$ cat src/rtl/core/carc_pkg.sv
`default_nettype none
package carc_pkg;

  // Event codes
  localparam logic [2:0] CMD_TICK  = 3'd0;
  localparam logic [2:0] CMD_SEND  = 3'd1;
  localparam logic [2:0] CMD_REPLY = 3'd2;
  localparam logic [2:0] CMD_HBEAT = 3'd3;
  localparam logic [2:0] CMD_OTHER = 3'd4;

  // Action codes
  localparam logic [2:0] ACT_NONE    = 3'd0;
  localparam logic [2:0] ACT_SEND    = 3'd1;
  localparam logic [2:0] ACT_RESEND  = 3'd2;
  localparam logic [2:0] ACT_PING    = 3'd3;
  localparam logic [2:0] ACT_ABANDON = 3'd4;

  // Relay state codes
  localparam logic [1:0] RS_UNKNOWN = 2'd0;
  localparam logic [1:0] RS_OFF     = 2'd1;
  localparam logic [1:0] RS_ON      = 2'd2;

  // Relay numbers as carried on the ports
  localparam logic [1:0] RELAY_ONE = 2'd1;
  localparam logic [1:0] RELAY_TWO = 2'd2;

  // Configuration register indexes
  localparam logic [1:0] REG_ACK_TIMEOUT   = 2'd0;
  localparam logic [1:0] REG_RETRY_LIMIT   = 2'd1;
  localparam logic [1:0] REG_PING_INTERVAL = 2'd2;

  localparam logic [19:0] ACK_TIMEOUT_RST   = 20'd5000;
  localparam logic [2:0]  RETRY_LIMIT_RST   = 3'd5;
  localparam logic [31:0] PING_INTERVAL_RST = 32'd150000;

  localparam int RES_DEPTH = 4;
  localparam int RES_PTR_W = $clog2(RES_DEPTH);
  localparam int RES_CNT_W = $clog2(RES_DEPTH + 1);

  typedef struct packed {
    logic [19:0] ack_timeout_ms;
    logic [2:0]  retry_limit;
    logic [31:0] ping_interval_ms;
  } cfg_t;

  typedef struct packed {
    logic [2:0]  command;
    logic [31:0] now_ms;
    logic [1:0]  relay_select;
    logic        relay_on;
    logic        hb_relay_a_on;
    logic        hb_relay_b_present;
    logic        hb_relay_b_on;
  } in_item_t;

  typedef struct packed {
    logic [2:0] action;
    logic [1:0] out_relay;
    logic       out_on;
    logic [2:0] retry_count;
    logic [1:0] relay_a_state;
    logic [1:0] relay_b_state;
    logic       pending;
    logic       last;
  } out_item_t;

endpackage
`default_nettype wire

$ cat src/rtl/core/carc_in_if.sv
`default_nettype none
interface carc_in_if;
  logic        valid;
  logic        ready;
  logic [2:0]  command;
  logic [31:0] now_ms;
  logic [1:0]  relay_select;
  logic        relay_on;
  logic        hb_relay_a_on;
  logic        hb_relay_b_present;
  logic        hb_relay_b_on;

  modport source (
    output valid, command, now_ms, relay_select, relay_on,
           hb_relay_a_on, hb_relay_b_present, hb_relay_b_on,
    input  ready
  );
  modport sink (
    input  valid, command, now_ms, relay_select, relay_on,
           hb_relay_a_on, hb_relay_b_present, hb_relay_b_on,
    output ready
  );
endinterface
`default_nettype wire

$ cat src/rtl/core/carc_out_if.sv
`default_nettype none
interface carc_out_if;
  logic       valid;
  logic       ready;
  logic [2:0] action;
  logic [1:0] out_relay;
  logic       out_on;
  logic [2:0] retry_count;
  logic [1:0] relay_a_state;
  logic [1:0] relay_b_state;
  logic       pending;
  logic       last;

  modport source (
    output valid, action, out_relay, out_on, retry_count,
           relay_a_state, relay_b_state, pending, last,
    input  ready
  );
  modport sink (
    input  valid, action, out_relay, out_on, retry_count,
           relay_a_state, relay_b_state, pending, last,
    output ready
  );
endinterface
`default_nettype wire

$ cat src/rtl/core/carc_core.sv
`default_nettype none
module carc_core
  import carc_pkg::*;
(
  input  wire logic      clk,
  input  wire logic      rst,
  input  wire logic      step,
  input  wire in_item_t  item,
  input  wire cfg_t      cfg,
  output out_item_t      res0,
  output out_item_t      res1,
  output logic           two
);

  logic        pending_valid, pending_valid_next;
  logic        pending_relay, pending_relay_next;
  logic        pending_on, pending_on_next;
  logic [31:0] pending_sent_time, pending_sent_time_next;
  logic [2:0]  retries_done, retries_done_next;
  logic [31:0] last_ping_time, last_ping_time_next;
  logic [31:0] last_receive_time, last_receive_time_next;
  logic [1:0]  relay_one_state, relay_one_state_next;
  logic [1:0]  relay_two_state, relay_two_state_next;

  logic        sel_ok;
  logic [31:0] rx_age, ping_age, sent_age;
  logic        silent, ping_fire, retry_due, resend;
  logic [2:0]  act;
  logic        with_cmd;
  logic [1:0]  reported;

  always_ff @(posedge clk) begin
    if (rst) begin
      pending_valid     <= 1'b0;
      pending_relay     <= 1'b0;
      pending_on        <= 1'b0;
      pending_sent_time <= '0;
      retries_done      <= '0;
      last_ping_time    <= '0;
      last_receive_time <= '0;
      relay_one_state   <= RS_UNKNOWN;
      relay_two_state   <= RS_UNKNOWN;
    end else if (step) begin
      pending_valid     <= pending_valid_next;
      pending_relay     <= pending_relay_next;
      pending_on        <= pending_on_next;
      pending_sent_time <= pending_sent_time_next;
      retries_done      <= retries_done_next;
      last_ping_time    <= last_ping_time_next;
      last_receive_time <= last_receive_time_next;
      relay_one_state   <= relay_one_state_next;
      relay_two_state   <= relay_two_state_next;
    end
  end

  always_comb begin
    pending_valid_next     = pending_valid;
    pending_relay_next     = pending_relay;
    pending_on_next        = pending_on;
    pending_sent_time_next = pending_sent_time;
    retries_done_next      = retries_done;
    last_ping_time_next    = last_ping_time;
    last_receive_time_next = last_receive_time;
    relay_one_state_next   = relay_one_state;
    relay_two_state_next   = relay_two_state;

    sel_ok   = (item.relay_select == RELAY_ONE) || (item.relay_select == RELAY_TWO);
    reported = item.relay_on ? RS_ON : RS_OFF;

    rx_age   = item.now_ms - last_receive_time;
    ping_age = item.now_ms - last_ping_time;
    sent_age = item.now_ms - pending_sent_time;
    // A receive time of zero reads as never received: age is all ones
    silent    = (last_receive_time == '0) ? (cfg.ping_interval_ms != '1)
                                          : (rx_age > cfg.ping_interval_ms);
    ping_fire = 1'b0;
    retry_due = 1'b0;
    resend    = 1'b0;
    act       = ACT_NONE;
    with_cmd  = 1'b0;

    unique case (item.command)
      CMD_TICK: begin
        ping_fire = silent && (ping_age > cfg.ping_interval_ms);
        retry_due = pending_valid && (sent_age >= {12'd0, cfg.ack_timeout_ms});
        resend    = retry_due && (retries_done < cfg.retry_limit);
        if (ping_fire) last_ping_time_next = item.now_ms;
        if (retry_due) begin
          with_cmd = 1'b1;
          if (resend) begin
            retries_done_next      = retries_done + 3'd1;
            pending_sent_time_next = item.now_ms;
            act                    = ACT_RESEND;
          end else begin
            pending_valid_next = 1'b0;
            act                = ACT_ABANDON;
          end
        end else if (ping_fire) begin
          act = ACT_PING;
        end
      end
      CMD_SEND: begin
        if (sel_ok) begin
          pending_valid_next     = 1'b1;
          pending_relay_next     = (item.relay_select == RELAY_TWO);
          pending_on_next        = item.relay_on;
          pending_sent_time_next = item.now_ms;
          retries_done_next      = '0;
          act                    = ACT_SEND;
          with_cmd               = 1'b1;
        end
      end
      CMD_REPLY: begin
        last_receive_time_next = item.now_ms;
        if (sel_ok) begin
          if (item.relay_select == RELAY_ONE) relay_one_state_next = reported;
          else                                relay_two_state_next = reported;
          if (pending_valid && (pending_relay == (item.relay_select == RELAY_TWO))
              && (pending_on == item.relay_on))
            pending_valid_next = 1'b0;
        end
      end
      CMD_HBEAT: begin
        last_receive_time_next = item.now_ms;
        relay_one_state_next   = item.hb_relay_a_on ? RS_ON : RS_OFF;
        if (item.hb_relay_b_present)
          relay_two_state_next = item.hb_relay_b_on ? RS_ON : RS_OFF;
      end
      CMD_OTHER: begin
        last_receive_time_next = item.now_ms;
      end
      default: begin
      end
    endcase

    // Result after the whole update; a lone ping uses this too
    res1.action        = act;
    res1.out_relay     = with_cmd ? (pending_relay_next ? RELAY_TWO : RELAY_ONE) : 2'd0;
    res1.out_on        = with_cmd && pending_on_next;
    res1.retry_count   = retries_done_next;
    res1.relay_a_state = relay_one_state_next;
    res1.relay_b_state = relay_two_state_next;
    res1.pending       = pending_valid_next;
    res1.last          = 1'b1;

    two = ping_fire && retry_due;
    // Ping ahead of a retry result: state as before the retry
    res0 = res1;
    if (two) begin
      res0.action      = ACT_PING;
      res0.out_relay   = 2'd0;
      res0.out_on      = 1'b0;
      res0.retry_count = retries_done;
      res0.pending     = pending_valid;
      res0.last        = 1'b0;
    end
  end

endmodule
`default_nettype wire

$ cat src/rtl/core/carc_result_fifo.sv
`default_nettype none
module carc_result_fifo
  import carc_pkg::*;
(
  input  wire logic       clk,
  input  wire logic       rst,
  input  wire logic       push,
  input  wire logic       push_two,
  input  wire out_item_t  d0,
  input  wire out_item_t  d1,
  output logic            room_two,
  carc_out_if.source      results
);

  out_item_t              mem [RES_DEPTH];
  logic [RES_PTR_W-1:0]   wptr, rptr;
  logic [RES_CNT_W-1:0]   count, count_next;
  logic                   pop;
  out_item_t              head;

  assign pop      = results.valid && results.ready;
  assign room_two = (count <= RES_CNT_W'(RES_DEPTH - 2));
  assign head     = mem[rptr];

  always_comb begin
    count_next = count;
    if (push)     count_next = count_next + RES_CNT_W'(1);
    if (push_two) count_next = count_next + RES_CNT_W'(1);
    if (pop)      count_next = count_next - RES_CNT_W'(1);
  end

  always_ff @(posedge clk) begin
    if (rst) begin
      wptr  <= '0;
      rptr  <= '0;
      count <= '0;
    end else begin
      count <= count_next;
      if (pop) rptr <= rptr + RES_PTR_W'(1);
      if (push) wptr <= wptr + (push_two ? RES_PTR_W'(2) : RES_PTR_W'(1));
    end
  end

  always_ff @(posedge clk) begin
    if (push) begin
      mem[wptr] <= d0;
      if (push_two) mem[wptr + RES_PTR_W'(1)] <= d1;
    end
  end

  assign results.valid         = (count != '0);
  assign results.action        = head.action;
  assign results.out_relay     = head.out_relay;
  assign results.out_on        = head.out_on;
  assign results.retry_count   = head.retry_count;
  assign results.relay_a_state = head.relay_a_state;
  assign results.relay_b_state = head.relay_b_state;
  assign results.pending       = head.pending;
  assign results.last          = head.last;

endmodule
`default_nettype wire

$ cat src/rtl/core/command_ack_retry_controller_unit.sv
// Channel   Dir  Handshake      Payload
// events    in   valid/ready    command, now_ms, relay_select, relay_on, hb_* fields
// results   out  valid/ready    action, out_relay, out_on, retry_count, relay states,
//                               pending, last
// cfg       in   cfg_we only    cfg_index, cfg_data
//
// One item per cycle while the queue has room for two results: an item lands in
// the input register, then the state update runs and writes one or two results
// into a four-entry queue; a result shows on results once it is in the queue.
// A tick that fires both a ping and a retry gives two results; the queue drains
// at most one per cycle, so a run of such ticks holds events.ready low as it fills.
// Reset (rst, synchronous) clears state, the queue and loads register defaults.
`default_nettype none
module command_ack_retry_controller_unit
  import carc_pkg::*;
(
  input  wire logic        clk,
  input  wire logic        rst,
  input  wire logic        cfg_we,
  input  wire logic [1:0]  cfg_index,
  input  wire logic [31:0] cfg_data,
  carc_in_if.sink          events,
  carc_out_if.source       results
);

  cfg_t       cfg;
  in_item_t   in_q;
  logic       in_v;
  logic       room_two, step, two;
  out_item_t  res0, res1;

  always_ff @(posedge clk) begin
    if (rst) begin
      cfg.ack_timeout_ms   <= ACK_TIMEOUT_RST;
      cfg.retry_limit      <= RETRY_LIMIT_RST;
      cfg.ping_interval_ms <= PING_INTERVAL_RST;
    end else if (cfg_we) begin
      unique case (cfg_index)
        REG_ACK_TIMEOUT:   cfg.ack_timeout_ms   <= cfg_data[19:0];
        REG_RETRY_LIMIT:   cfg.retry_limit      <= cfg_data[2:0];
        REG_PING_INTERVAL: cfg.ping_interval_ms <= cfg_data;
        default: begin
        end
      endcase
    end
  end

  // Process the held item only when the queue can take two results
  assign step         = in_v && room_two;
  assign events.ready = !in_v || room_two;

  always_ff @(posedge clk) begin
    if (rst) begin
      in_v <= 1'b0;
    end else if (events.ready) begin
      in_v <= events.valid;
    end
  end

  always_ff @(posedge clk) begin
    if (events.valid && events.ready) begin
      in_q.command            <= events.command;
      in_q.now_ms             <= events.now_ms;
      in_q.relay_select       <= events.relay_select;
      in_q.relay_on           <= events.relay_on;
      in_q.hb_relay_a_on      <= events.hb_relay_a_on;
      in_q.hb_relay_b_present <= events.hb_relay_b_present;
      in_q.hb_relay_b_on      <= events.hb_relay_b_on;
    end
  end

  carc_core u_core (
    .clk  (clk),
    .rst  (rst),
    .step (step),
    .item (in_q),
    .cfg  (cfg),
    .res0 (res0),
    .res1 (res1),
    .two  (two)
  );

  carc_result_fifo u_fifo (
    .clk      (clk),
    .rst      (rst),
    .push     (step),
    .push_two (step && two),
    .d0       (res0),
    .d1       (res1),
    .room_two (room_two),
    .results  (results)
  );

endmodule
`default_nettype wire

$ cat src/flat_wrapper.sv
// flat-port wrapper written by rule: the top's interface ports become plain ports
module command_ack_retry_controller_unit_flat import carc_pkg::*;
  (clk, rst, cfg_we, cfg_index, cfg_data, events_valid, events_command, events_now_ms, events_relay_select, events_relay_on, events_hb_relay_a_on, events_hb_relay_b_present, events_hb_relay_b_on, events_ready, results_valid, results_action, results_out_relay, results_out_on, results_retry_count, results_relay_a_state, results_relay_b_state, results_pending, results_last, results_ready);
  carc_in_if events_i ();
  carc_out_if results_i ();
  input  wire logic clk;
  input  wire logic rst;
  input  wire logic cfg_we;
  input  wire logic [1:0] cfg_index;
  input  wire logic [31:0] cfg_data;
  input wire logic [$bits(events_i.valid)-1:0] events_valid;
  input wire logic [$bits(events_i.command)-1:0] events_command;
  input wire logic [$bits(events_i.now_ms)-1:0] events_now_ms;
  input wire logic [$bits(events_i.relay_select)-1:0] events_relay_select;
  input wire logic [$bits(events_i.relay_on)-1:0] events_relay_on;
  input wire logic [$bits(events_i.hb_relay_a_on)-1:0] events_hb_relay_a_on;
  input wire logic [$bits(events_i.hb_relay_b_present)-1:0] events_hb_relay_b_present;
  input wire logic [$bits(events_i.hb_relay_b_on)-1:0] events_hb_relay_b_on;
  output wire logic [$bits(events_i.ready)-1:0] events_ready;
  output wire logic [$bits(results_i.valid)-1:0] results_valid;
  output wire logic [$bits(results_i.action)-1:0] results_action;
  output wire logic [$bits(results_i.out_relay)-1:0] results_out_relay;
  output wire logic [$bits(results_i.out_on)-1:0] results_out_on;
  output wire logic [$bits(results_i.retry_count)-1:0] results_retry_count;
  output wire logic [$bits(results_i.relay_a_state)-1:0] results_relay_a_state;
  output wire logic [$bits(results_i.relay_b_state)-1:0] results_relay_b_state;
  output wire logic [$bits(results_i.pending)-1:0] results_pending;
  output wire logic [$bits(results_i.last)-1:0] results_last;
  input wire logic [$bits(results_i.ready)-1:0] results_ready;
  assign events_i.valid = events_valid;
  assign events_i.command = events_command;
  assign events_i.now_ms = events_now_ms;
  assign events_i.relay_select = events_relay_select;
  assign events_i.relay_on = events_relay_on;
  assign events_i.hb_relay_a_on = events_hb_relay_a_on;
  assign events_i.hb_relay_b_present = events_hb_relay_b_present;
  assign events_i.hb_relay_b_on = events_hb_relay_b_on;
  assign events_ready = events_i.ready;
  assign results_valid = results_i.valid;
  assign results_action = results_i.action;
  assign results_out_relay = results_i.out_relay;
  assign results_out_on = results_i.out_on;
  assign results_retry_count = results_i.retry_count;
  assign results_relay_a_state = results_i.relay_a_state;
  assign results_relay_b_state = results_i.relay_b_state;
  assign results_pending = results_i.pending;
  assign results_last = results_i.last;
  assign results_i.ready = results_ready;
  command_ack_retry_controller_unit u_core (.clk(clk), .rst(rst), .cfg_we(cfg_we), .cfg_index(cfg_index), .cfg_data(cfg_data), .events(events_i), .results(results_i));
endmodule
$ cat config.mk
export PLATFORM = sky130hd
export DESIGN_NAME = command_ack_retry_controller_unit_flat
export DESIGN_NICKNAME = d
export VERILOG_FILES = /design/src/rtl/core/carc_pkg.sv /design/src/rtl/core/carc_in_if.sv /design/src/rtl/core/carc_out_if.sv /design/src/rtl/core/carc_core.sv /design/src/rtl/core/carc_result_fifo.sv /design/src/rtl/core/command_ack_retry_controller_unit.sv /design/src/flat_wrapper.sv
export SDC_FILE = /design/constraint.sdc
export NUM_CORES = 1
export LEC_CHECK = 0
export BUFFER_PORTS_ARGS = -buffer_cell sky130_fd_sc_hd__buf_2
export CAP_MARGIN = 5
export CELL_PAD_IN_SITES_DETAIL_PLACEMENT = 1
export CELL_PAD_IN_SITES_GLOBAL_PLACEMENT = 1
export CORE_MARGIN = 3
export CORE_UTILIZATION = 49
export DETAILED_ROUTE_END_ITERATION = 12
export HOLD_SLACK_MARGIN = 0.02
export PLACE_DENSITY = 0.81
export SYNTH_ARGS = -nofsm -noshare
export SYNTH_HDL_FRONTEND = slang
export SYNTH_HIERARCHICAL = 1
export SYNTH_SLANG_ARGS = --single-unit
$ cat constraint.sdc
create_clock -name clk -period 9.2 [get_ports clk]
set_clock_uncertainty 0.1 [all_clocks]
set_input_delay 1.84 -clock clk [delete_from_list [all_inputs] [get_ports clk]]
set_output_delay 1.84 -clock clk [all_outputs]
set_load 0.01 [all_outputs]
After elaboration in Yosys (flattened, before gate mapping)

Memory sizes are Yosys's and may differ from the RTL's. A register that Yosys moved wholly into a read port is not among the register bits.
Cells that the tools add are included.

Memories kept: 1
Register bits after elaboration: 210
RAM bits: 60

Equal/unequal tests: 14
Add/sub/neg operators: 10
Reduce and logical (&&, ||, !) cells: 26
Magnitude comparators: 5
Mux-type cells: 54

Memories:

| name              | depth | bits a word | rd ports | clocked after Yosys merged registers in | wr ports | RTL line               | RTL |
|---|---|---|---|---|---|---|---|
| u_core.u_fifo.mem | 4     | 15          | 1        | 1                                       | 2        | carc_result_fifo.sv:15 | `out_item_t mem [RES_DEPTH];` |

Operators by type and width:

| cell                                                 | count |
|---|---|
| two-way mux 32 bit                                   | 3 |
| subtractor 32 bit                                    | 3 |
| greater-than comparator 32 bit                       | 2 |
| case mux 32 bit (2 select lines)                     | 1 |
| greater-or-equal comparator 32 x 20 -> 1 bit         | 1 |
| zero test 32 bit                                     | 1 |
| != test 32 bit (second input constant)               | 1 |
| two-way mux 2 bit                                    | 15 |
| two-way mux 3 bit                                    | 8 |
| two-way mux 1 bit                                    | 20 |
| case mux 3 bit (2 select lines)                      | 2 |
| logical AND 1 bit                                    | 11 |
| adder 3 x 1 -> 3 bit (second input constant)         | 3 |
| two-way mux 9 bit                                    | 1 |
| case mux 2 bit (2 select lines)                      | 2 |
| AND reduction 2 bit                                  | 4 |
| equality test 3 x 2 -> 1 bit (second input constant) | 2 |
| != test 2 bit (second input constant)                | 3 |
| AND reduction 5 bit                                  | 1 |
| adder 2 x 1 -> 2 bit (second input constant)         | 2 |
| equality test 2 x 1 -> 1 bit (second input constant) | 2 |
| equality test 2 bit (second input constant)          | 2 |
| equality test 3 x 1 -> 1 bit (second input constant) | 1 |
| equality test 3 bit (second input constant)          | 1 |
| other kinds (15)                                     | 17 |

Longest topological paths before layout

Depth after elaboration: 10
Depth in mapped cells: 33

Cells and area by module

Netlist, hierarchy kept.

By module, submodules not included:

| module                            | cells each | instances | area an instance (sq um) | seq. area each (sq um) |
|---|---|---|---|---|
| carc_core                         | 1,548      | 1         | 11,855.1                 | 2,122.0 |
| command_ack_retry_controller_unit | 278        | 1         | 3,626.0                  | 2,352.3 |
| carc_result_fifo                  | 210        | 1         | 3,517.1                  | 1,981.9 |

Worst setup path after synthesis

Ideal clock, no wire load.

Path kind: register to register
From: register u_core/in_q[6] in the netlist's numbering
To: memory u_core/u_fifo/mem[1][0] in the netlist's numbering, enable pin
Buffers on the path: 1
Path slack: 1.684 ns
Stages on the path, launching flop included: 29
Clock period less this slack: 7.516 ns
Data required time: 8.691 ns
Data arrival time: 7.007 ns
Path through: edfxtp_1 inv_1 ha_1 inv_1 fa_1 a211oi_1 o21a_1 nor3_1 o21a_1 o21a_1 a221oi_1 o21ai_0 a221oi_1 o211ai_1 xor2_1 ha_1 nand2_1 or3_1 or3_1 nor3_1 o31ai_1 o2111ai_1 o311ai_1 or2_2 nor2_1 and3_1 buf_6 nor2_1 nor3b_1

RTL lines:

| element            | RTL line                                | RTL |
|---|---|---|
| start: declaration | command_ack_retry_controller_unit.sv:27 | `in_item_t in_q;` |
| end: declaration   | carc_result_fifo.sv:15                  |  |

==> flow_metrics.env <==
export IMPL_status="finished clean"
export IMPL_drc=0
export IMPL_path_clk_slew_ns=0.06
export IMPL_clkLatencyLatePin_ns=0.53
export IMPL_grt_overflow=0
export IMPL_cp_start_kind="flop"
export IMPL_num_io_pins=97
export IMPL_htree_levels=2
export IMPL_drtIter0Drc=675
export IMPL_grt_start_max_net_pins=154
export IMPL_slew_headroom_pct=26.4
export IMPL_first_pass_iters=5
export IMPL_antenna_found_initial=0
export IMPL_synth_cells=2036
export IMPL_synth_flop_cell="dfxtp_1"
export IMPL_max_cap_violations=0
export IMPL_met2_usage_pct=47.6
export IMPL_regArea_mm2=0.00646
export IMPL_max_freq_mhz=117
export IMPL_cts_resized=0
export IMPL_tightest_slew_ns=1.10
export IMPL_cp_max_fo=15
export IMPL_antenna_left=0
export IMPL_criticalPathCategory="flop to flop"
export IMPL_wl_mm=55.0
export IMPL_grt_pass1_wl_mm=86.8
export IMPL_core_area_mm2=0.0379
export IMPL_n_antenna_cell=0
export IMPL_die_area_mm2=0.0412
export IMPL_vdd_drop_max_mv=0.147
export IMPL_first_global_vias=16100
export IMPL_yosys_warnings=6
export IMPL_crit_slowest_cell="or3_1"
export IMPL_fp_dieH_um=203
export IMPL_cts_root_buf="clkbuf_16"
export IMPL_synth_area_mm2=0.0190
export IMPL_cp_arrival_ns=8.74
export IMPL_grtUsageMet1_pct=33.2
export IMPL_gp_congestion=0.893
export IMPL_vias_per_cell=5.78
export IMPL_ys_seq_elements=272
export IMPL_critPathCaptureType="flop"
export IMPL_grt_busiest_layer="met2"
export IMPL_fill_cells=4336
export IMPL_powerDensity_mw_per_mm2=201
export IMPL_final_max_slew_violation_count=0
export IMPL_fin_setup_tns_ns=0
export IMPL_seq_area_frac_synth_pct=34.0
export IMPL_cellLeakagePower_nw=8.11
export IMPL_min_path_type="flop to flop"
export IMPL_area_growth_synth_to_final_pct=10.2
export IMPL_layout_drive_gt1_share_pct=12.6
export IMPL_async_flop_share_pct=0
export IMPL_grtUsageTotal_pct=26.3
export IMPL_dp_hpwl_mm=41.0
export IMPL_numCtsBuffers=34
export IMPL_portBuffers=96
export IMPL_finalSetupViolCount=0
export IMPL_fin_util_pct=55.2
export IMPL_synth_edf_count=101
export IMPL_wl_per_cell_um=20.9
export IMPL_ys_types=82
export IMPL_cts_buffer_depth=3
export IMPL_syn_num_nets=2307
export IMPL_via_count=15200
export IMPL_start_util_pct=50.1
export IMPL_fin_cells=2636
export IMPL_dp_cells=2575
export IMPL_rows=71
export IMPL_cpPeakStageDelay_ns=0.73
export IMPL_period_share_pct=93.1
export IMPL_grt_setup_unrepaired="no"
export IMPL_final_hold_viol_count=0
export IMPL_met3_usage_pct=2.87
export IMPL_ctsHoldBuffers=0
export IMPL_cts_sinks=272
export IMPL_multi_input_area_mm2=0.0114
export IMPL_postSynthAreaPerCell_um2=9.33
export IMPL_die_x_um=203
export IMPL_required_ns=9.38
export IMPL_nets=2372
export IMPL_cts_tree="built"
export IMPL_finalCriticalPeriod_ns=8.56
-- state kept, by name, indices dropped and copies added (netlist names), named ones only --
name	cells
u_core/u_core/retries_done	3
u_core/u_core/relay_one_state	2
u_core/u_core/last_receive_time	32
u_core/u_core/pending_sent_time	32
u_core/u_fifo/wptr	2
u_core/u_fifo/count	3
u_core/u_core/last_ping_time	32
u_core/in_v	1
u_core/u_core/pending_valid	1
u_core/u_core/pending_relay	1
u_core/u_core/relay_two_state	2
u_core/in_q	41
u_core/u_fifo/rptr	2
u_core/u_fifo/mem	60
u_core/cfg	55
u_core/u_core/pending_on	1
-- critical path: cells and delay by family (launching register included) --
family / cells / cell delay (ns)
fa+ha+maj: 3 / 0.92
buf+inv: 4 / 0.51
xor+xnor: 1 / 0.16
simple gates: 9 / 2.91
flops: 1 / 0.44
mux: 1 / 0.44
compound gates: 11 / 2.84
-- path summary, 6_finish.rpt --
| path | from | end | slack, ns | cells after the start |
|---|---|---|---|---|
| max | u_core/in_q[6]$_DFFE_PP_ | u_core/u_fifo/mem[3][6]$_DFFE_PP_ | 0.64 | 29 |
| min | u_core/u_core/pending_sent_time[23]$_SDFFE_PP0P_ | u_core/u_core/pending_sent_time[23]$_SDFFE_PP0P_ | 0.37 | 2 |
| max reg2reg | u_core/in_q[6]$_DFFE_PP_ | u_core/u_fifo/mem[3][6]$_DFFE_PP_ | 0.64 | 29 |
| min reg2reg | u_core/u_core/pending_sent_time[23]$_SDFFE_PP0P_ | u_core/u_core/pending_sent_time[23]$_SDFFE_PP0P_ | 0.37 | 2 |
-- synth_stat cells (37+ instances only) --
cell type | number | area [um2]
mux2_2 | 53 | 597
clkbuf_1 | 49 | 184
edfxtp_1 | 101 | 3030
a21o_1 | 59 | 443
dfxtp_1 | 171 | 3420
inv_1 | 179 | 672
nand2_1 | 131 | 492
nand4_1 | 37 | 231
nor2_1 | 137 | 514
ha_1 | 188 | 2350
nand2b_1 | 160 | 1000
xnor2_1 | 63 | 552
o21ai_0 | 53 | 265
mux2i_1 | 129 | 1290
a21oi_1 | 126 | 631
-- power breakdown --
part	switching [mW]	internal [mW]	total [mW]
registers	0.102	1.34	1.44
logic	0.782	0.596	1.38
clock network	0.531	0.847	1.38
-- cell usage in the layout (no fill, tap or decap), types with 63 or more instances in the layout --
cell        n
xnor2_1    63
inv_1     179
nand2_1   131
dfxtp_1   171
ha_1      188
mux2i_1   129
nor2_1    135
buf_2      95
nand2b_1  160
edfxtp_1  101
a21oi_1   126
-- cell families (layout without fill, tap and decap cells) --
kind of cell | Yosys count | count (layout) | synth area share, %
other cells | 1 | 1 | 0.0197
compound gates | 387 | 387 | 13.2
fa+ha+maj | 191 | 191 | 12.7
simple gates | 625 | 625 | 17.2
mux | 207 | 207 | 12.5
buf+inv | 263 | 352 | 6.11
flops | 272 | 272 | 34.0
xor+xnor | 90 | 90 | 4.22
-- timing repair --
item	4_1_cts	5_1_grt
endpoints found under the hold margin	0	0
endpoints found under the setup margin	0	10
buffers inserted	0	1
-- metrics by stage --
step | cell area [um2] | power (mW) | setup WS (ns) | hold WS (ns)
after global routing | 20900 | 4.44 | 0.0190 | 0.397
after detailed placement | 19800 | 2.82 | 0.730 | 0.366
after global placement | 19800 | 2.75 | 0.971 | 0.358
final | 20900 | 4.20 | 0.638 | 0.372
after floorplan | 19000 | 2.43 | 1.68 | 0.349
after CTS | 20900 | 4.23 | 0.695 | 0.375
-- metal layers --
metal  up-vias  wire [um]
met5         -          0
met4         0       1210
met3        81       2020
met2       288      27300
met1      7566      24500
li1       7314          -
-- cell type report --
type	instances	area share (%)
Multi-Input combinational cell	1501	54.5
Timing Repair Buffer	112	2.90
Sequential cell	272	30.8
Clock inverter	12	0.693
Inverter	180	3.24
Tap cell	511	3.05
Clock buffer	48	4.80
Power figures use the tool's default switching activity.
